## config.mk

```make
export PLATFORM = sky130hd
export DESIGN_NAME = lrufp_ctrl
export DESIGN_NICKNAME = d
export VERILOG_FILES = /design/src/rtl/lrufp_pkg.sv /design/src/rtl/lrufp_ctrl.sv
export SDC_FILE = /design/constraint.sdc
export NUM_CORES = 1
export LEC_CHECK = 0
export BUFFER_PORTS_ARGS = -buffer_cell sky130_fd_sc_hd__buf_2
export CORE_MARGIN = 2
export CORE_UTILIZATION = 55
export CTS_CLUSTER_SIZE = 14
export DETAILED_ROUTE_END_ITERATION = 10
export PLACE_DENSITY = 0.81
export SLEW_MARGIN = 20
export SYNTH_ARGS = -nofsm -noshare
export SYNTH_HDL_FRONTEND = slang
export SYNTH_SLANG_ARGS = --single-unit
```

## constraint.sdc

```tcl
create_clock -name aclk -period 4.1 [get_ports aclk]
set_input_delay 0.615 -clock aclk [delete_from_list [all_inputs] [get_ports aclk]]
set_output_delay 0.615 -clock aclk [all_outputs]
set_load 0.01 [all_outputs]
```

## src/rtl/lrufp_pkg.sv

```systemverilog
// Shared package of the block address to fingerprint map.
// Holds field widths, default parameters, command codes and the control structs.
// Depends on nothing.
package lrufp_pkg;

    localparam int ENTRIES_DEF  = 256;
    localparam int FP_BYTES_DEF = 20;

    localparam int KEY_W    = 48;
    localparam int FP_MAX_W = 160;
    localparam int CAP_W    = 9;
    localparam int CMD_W    = 2;
    localparam int IN_W     = 208;

    localparam logic [CAP_W-1:0] CAP_RESET = 9'd256;

    localparam logic [CMD_W-1:0] CMD_LOOKUP   = 2'd0;
    localparam logic [CMD_W-1:0] CMD_PROMOTE  = 2'd1;
    localparam logic [CMD_W-1:0] CMD_UPDATE   = 2'd2;
    localparam logic [CMD_W-1:0] CMD_RESERVED = 2'd3;

    // Commands from the controller to the datapath.
    typedef struct packed {
        logic clr_wr;
        logic ld;
        logic rd_scan;
        logic decide;
        logic fp_rd;
        logic rd_rew;
        logic fin;
    } ctrl_cmd_t;

    // Status from the datapath to the controller.
    typedef struct packed {
        logic addr_last;
        logic act;
        logic out_free;
    } dp_status_t;

endpackage

```

## src/rtl/lrufp_ctrl.sv

```systemverilog
// Sequencer of the map: clearing pass, scan, decision, fingerprint access,
// rank rewrite pass and result hand-off. Depends on lrufp_pkg.
module lrufp_ctrl (
    input  logic                   aclk,
    input  logic                   aresetn,
    input  logic                   s_tvalid,
    output logic                   s_tready,
    input  lrufp_pkg::dp_status_t  st,
    output lrufp_pkg::ctrl_cmd_t   cmd
);

    typedef enum logic [9:0] {
        ST_CLEAR  = 10'b0000000001,
        ST_IDLE   = 10'b0000000010,
        ST_SCAN   = 10'b0000000100,
        ST_SDRAIN = 10'b0000001000,
        ST_DECIDE = 10'b0000010000,
        ST_FPRD   = 10'b0000100000,
        ST_FPWAIT = 10'b0001000000,
        ST_REW    = 10'b0010000000,
        ST_RDRAIN = 10'b0100000000,
        ST_FIN    = 10'b1000000000
    } state_t;

    state_t state_reg, state_next;

    // State register.
    always_ff @(posedge aclk) begin
        if (!aresetn) begin
            state_reg <= ST_CLEAR;
        end else begin
            state_reg <= state_next;
        end
    end

    // Next state and commands.
    always_comb begin
        state_next = state_reg;
        cmd        = '0;
        s_tready   = 1'b0;
        case (state_reg)
            ST_CLEAR: begin
                cmd.clr_wr = 1'b1;
                if (st.addr_last) state_next = ST_IDLE;
            end
            ST_IDLE: begin
                s_tready = 1'b1;
                if (s_tvalid) begin
                    cmd.ld     = 1'b1;
                    state_next = ST_SCAN;
                end
            end
            ST_SCAN: begin
                cmd.rd_scan = 1'b1;
                if (st.addr_last) state_next = ST_SDRAIN;
            end
            ST_SDRAIN: state_next = ST_DECIDE;
            ST_DECIDE: begin
                cmd.decide = 1'b1;
                state_next = ST_FPRD;
            end
            ST_FPRD: begin
                cmd.fp_rd  = 1'b1;
                state_next = ST_FPWAIT;
            end
            ST_FPWAIT: state_next = st.act ? ST_REW : ST_FIN;
            ST_REW: begin
                cmd.rd_rew = 1'b1;
                if (st.addr_last) state_next = ST_RDRAIN;
            end
            ST_RDRAIN: state_next = ST_FIN;
            ST_FIN: begin
                if (st.out_free) begin
                    cmd.fin    = 1'b1;
                    state_next = ST_IDLE;
                end
            end
            default: state_next = ST_CLEAR;
        endcase
    end

endmodule

```

# ---- After elaboration in Yosys (flattened, before gate mapping)
# Cells that the tools add are included.
dict set report totals {
  register_bits 10
  latch_bits 0
  ramBits 0
  rom_bits 0
  input_bits 6
  output_inout_bits 8
  word_cells 34
  memories 0
}
dict set report classes {
  add_sub_neg 0
  n_mul 0
  div 0
  order_cmp 0
  n_eq_ne 15
  n_shift 0
  muxes 17
  bitwise_logic 0
  n_reduce_logical 1
}
# cell count
set ops {}
lappend ops {{case mux 10 bit (10 select lines)} 1}
lappend ops {{two-way mux 10 bit} 6}
lappend ops {{equality test 10 x 1 -> 1 bit, second input constant} 1}
lappend ops {{equality test 10 bit, second input constant} 1}
lappend ops {{equality test 10 x 2 -> 1 bit, second input constant} 1}
lappend ops {{equality test 10 x 3 -> 1 bit, second input constant} 1}
lappend ops {{equality test 10 x 4 -> 1 bit, second input constant} 1}
lappend ops {{equality test 10 x 5 -> 1 bit, second input constant} 1}
lappend ops {{equality test 10 x 6 -> 1 bit, second input constant} 1}
lappend ops {{equality test 10 x 7 -> 1 bit, second input constant} 1}
lappend ops {{equality test 10 x 8 -> 1 bit, second input constant} 1}
lappend ops {{equality test 10 x 9 -> 1 bit, second input constant} 1}
lappend ops {{two-way mux 1 bit} 10}
lappend ops {{inequality test 2 bit, second input constant} 5}
lappend ops {{AND reduction 5 bit} 1}

# ---- Longest topological paths before layout
dict set report logic_depth {
  ltp_word 3
  depth_mapped 6
  ltp_nobuf 5
}

# ---- Least setup slack after synthesis
# No wires, ideal clock.
dict set report synth_path {
  path_type {register -> output}
  from {reg state_reg[6]}
  to {out cmd[5] (netlist bit)}
  t_arrival_ps 1240
  t_required_ps 3485
  path_slack_ps 2245
  stages_incl_launch_ff 7
  n_path_buf 1
  cell_sequence {dfxtp_1 > buf_6 > nor4_4 > nand4_2 > inv_1 > nand2_1 > inv_1}
}
# item line
set synth_rtl {}
lappend synth_rtl {{from (decl)} lrufp_ctrl.sv:25} ;# state_t state_reg, state_next;
lappend synth_rtl {{from (signal assigned)} lrufp_ctrl.sv:32} ;# state_reg <= state_next;
lappend synth_rtl {{to (decl)} lrufp_ctrl.sv:9} ;# output lrufp_pkg::ctrl_cmd_t cmd

==> results.json <==
{
  "status": "finished clean",
  "num_rows": 13,
  "gp_congestion": 0.813,
  "largest_reg_flops": 10,
  "maxCapViolCount": 0,
  "post_cts_buffers": 0,
  "tritoncts": "built",
  "clock-root-buffer": "clkbuf_4",
  "synth_warnings": 0,
  "final_cell_count_no_fill": 109,
  "worst-setup-path-type": "flop to output pin",
  "holdCritPathClass": "flop to flop",
  "post_drt_wl_per_cell_um": 14.3,
  "rsz0062_at_grt": "no",
  "maxSlewViolCount": 0,
  "power.switching_w": 0.000141,
  "finClkSkew_ps": 1.47,
  "nNetsFinal": 102,
  "fmax_mhz": 424,
  "h-tree-depth": 1,
  "drc": 0,
  "slew_headroom_pct": 58.9,
  "post-dp-hpwl_um": 1180,
  "cpMaxStageDelayCell": "nor4_4",
  "holdBufCountCts": 0,
  "ff_latch_area_sq_um": 200,
  "antenna_found_initial": 0,
  "grt_pass1_vias": 561,
  "io_pins": 14,
  "synth-edff-count": 0,
  "power.density_mw_per_mm2": 436,
  "grtUsageTotal_pct": 22.2,
  "synthesis.area_sq_um": 731,
  "p_leak_nw": 0.323,
  "p_seq_share_pct": 37.1,
  "start_kind": "flop",
  "path_cells": "nor4_4 > nand3_1 > nor3b_2 > buf_2",
  "vdd_ir_drop_max_uv": 278,
  "die_w_um": 40.5,
  "firstDrtPassIters": 4,
  "ys_ff_latch": 10,
  "die_h_um": 40.5,
  "fin_setup_tns_ps": 0,
  "endpoint_kind": "output pin",
  "min_path_cells": 2,
  "finalHoldViolations": 0,
  "async_flop_share_pct": 0,
  "n_fill_cell": 128,
  "antennaDiodeCount": 0,
  "internal_power_w": 0.000210,
  "combinationalPowerShare_pct": 44.7,
  "die_area_sq_mm": 0.00164,
  "finalPower_w": 0.000351,
  "syn_nets": 89,
  "grt_pass1_wl_um": 2390,
  "grt_max_degree": 10,
  "synthToLayoutAreaGrowth_pct": 10.3,
  "wl_um": 1560,
  "r2r_cells": 5,
  "ys.flop_type": "dfxtp_1",
  "cts.sinks": 10,
  "multiInputGateArea_sq_um": 480,
  "clk_latency_ps": 260,
  "cts_made_buffers": 3,
  "hold_slack_ps": 539,
  "ys_seq_area_share_pct": 27.4,
  "cts.path.max_buffers": 2,
  "postCtsResizedCells": 0,
  "drive_above_1_share_pct": 29.8,
  "worst_pin_slew_ps": 613,
  "dp.cells": 106,
  "path_delay_family": "simple AND/OR/NAND/NOR gates",
  "vias": 672,
  "final-setup-viol-count": 0,
  "worstPathRequired_ps": 3480,
  "synth_cell_type_count": 36,
  "crit_arrival_ps": 1740,
  "port_buffers": 13,
  "core_area_sq_mm": 0.00127,
  "cp.depth": 4,
  "viasPerCell": 6.17,
  "layout_common_cells": "buf_2, dfxtp_1, nor2_1, nor3_1",
  "grt-ovfl-total": 0,
  "max_stage_delay_ps": 480,
  "synth_cells": 83,
  "start_util_pct": 57.6,
  "crit_buf_inv": 1,
  "min_period_over_period_pct": 57.6,
  "sw_frac_of_total_pct": 40.2,
  "path_max_fanout": 7,
  "drtAntennaViolNets": 0,
  "period_minus_slack_ps": 2360,
  "clkTransAtPathRegs_ps": 60,
  "drt-initial-drc-count": 14,
  "layout_commonest_cell": "buf_2",
  "pwr-share-clk_pct": 18.2,
  "avgSynthCellArea_sq_um": 8.80
}
## through the flow
stage               util [%]  worst slack [ps]  area (sq um)
finish                  63.5              1740           806
global route            63.5              1670           806
detailed placement      61.7              2030           783
CTS                     63.5              1750           806
global placement        61.7              2080           783
floorplan                  -              2250           731
## worst min-delay path, stage by stage (launching register included)
cell and delay (ps):
dfxtp_1 370, nand2_1 80, nor3_1 40
## synth_stat cells (all sizes together), types with 3 or more instances
master  number  share of area (%)
inv          5                2.6
nor4b        6                8.9
o21ai        4                2.7
dfxtp       10                 27
buf          4                3.6
nand3b       3                3.1
nand3        3                2.1
nand2        5                2.6
nor3         8                6.2
a21oi        3                3.6
nor2         7                3.6
## power groups by stage
stage	clock network, W	logic [W]	registers, W
after detailed placement	0	0.000156	0.000132
after global routing	0.0000734	0.000170	0.000132
after global placement	0	0.000154	0.000131
after floorplan	0	0.000132	0.000118
final	0.0000639	0.000157	0.000130
after CTS	0.0000654	0.000157	0.000130
## cells by family (layout without fill, tap and decap cells)
kind of cell | Yosys count | after routing | synth area share [%]
DFF | 10 | 10 | 27.4
AOI/OAI and AO/OA | 13 | 13 | 13.7
buffers and inverters | 10 | 21 | 6.85
and+or+nand+nor | 45 | 45 | 45.7
muxes | 2 | 2 | 2.74
xor gates and xnor gates | 3 | 3 | 3.60
## layer usage
metal	vias up	global-route usage, %	part of all wire (%)
met5	-	0	0
li1	333	-	-
met4	0	13.3	2.1
met3	4	3.33	4.2
met2	17	34.5	47
met1	318	28.6	47
## final timing paths
kind | start | end | slack (ps)
setup reg to reg | state_reg[7] | state_reg[0] | 2220
hold reg to reg | state_reg[3] | state_reg[4] | 540
hold / removal | state_reg[3] | state_reg[4] | 540
setup / recovery | state_reg[6] | cmd[2] | 1740
## area by class of cell
| type | instances | share of cell area, % |
|---|---|---|
| tap | 15 | 2.33 |
| inverter | 5 | 2.33 |
| multi-input combinational | 63 | 59.6 |
| sequential | 10 | 24.8 |
| timing repair buffer | 13 | 8.07 |
| clock buffer | 3 | 2.80 |
No activity file was read; power rests on OpenSTA's default activity.
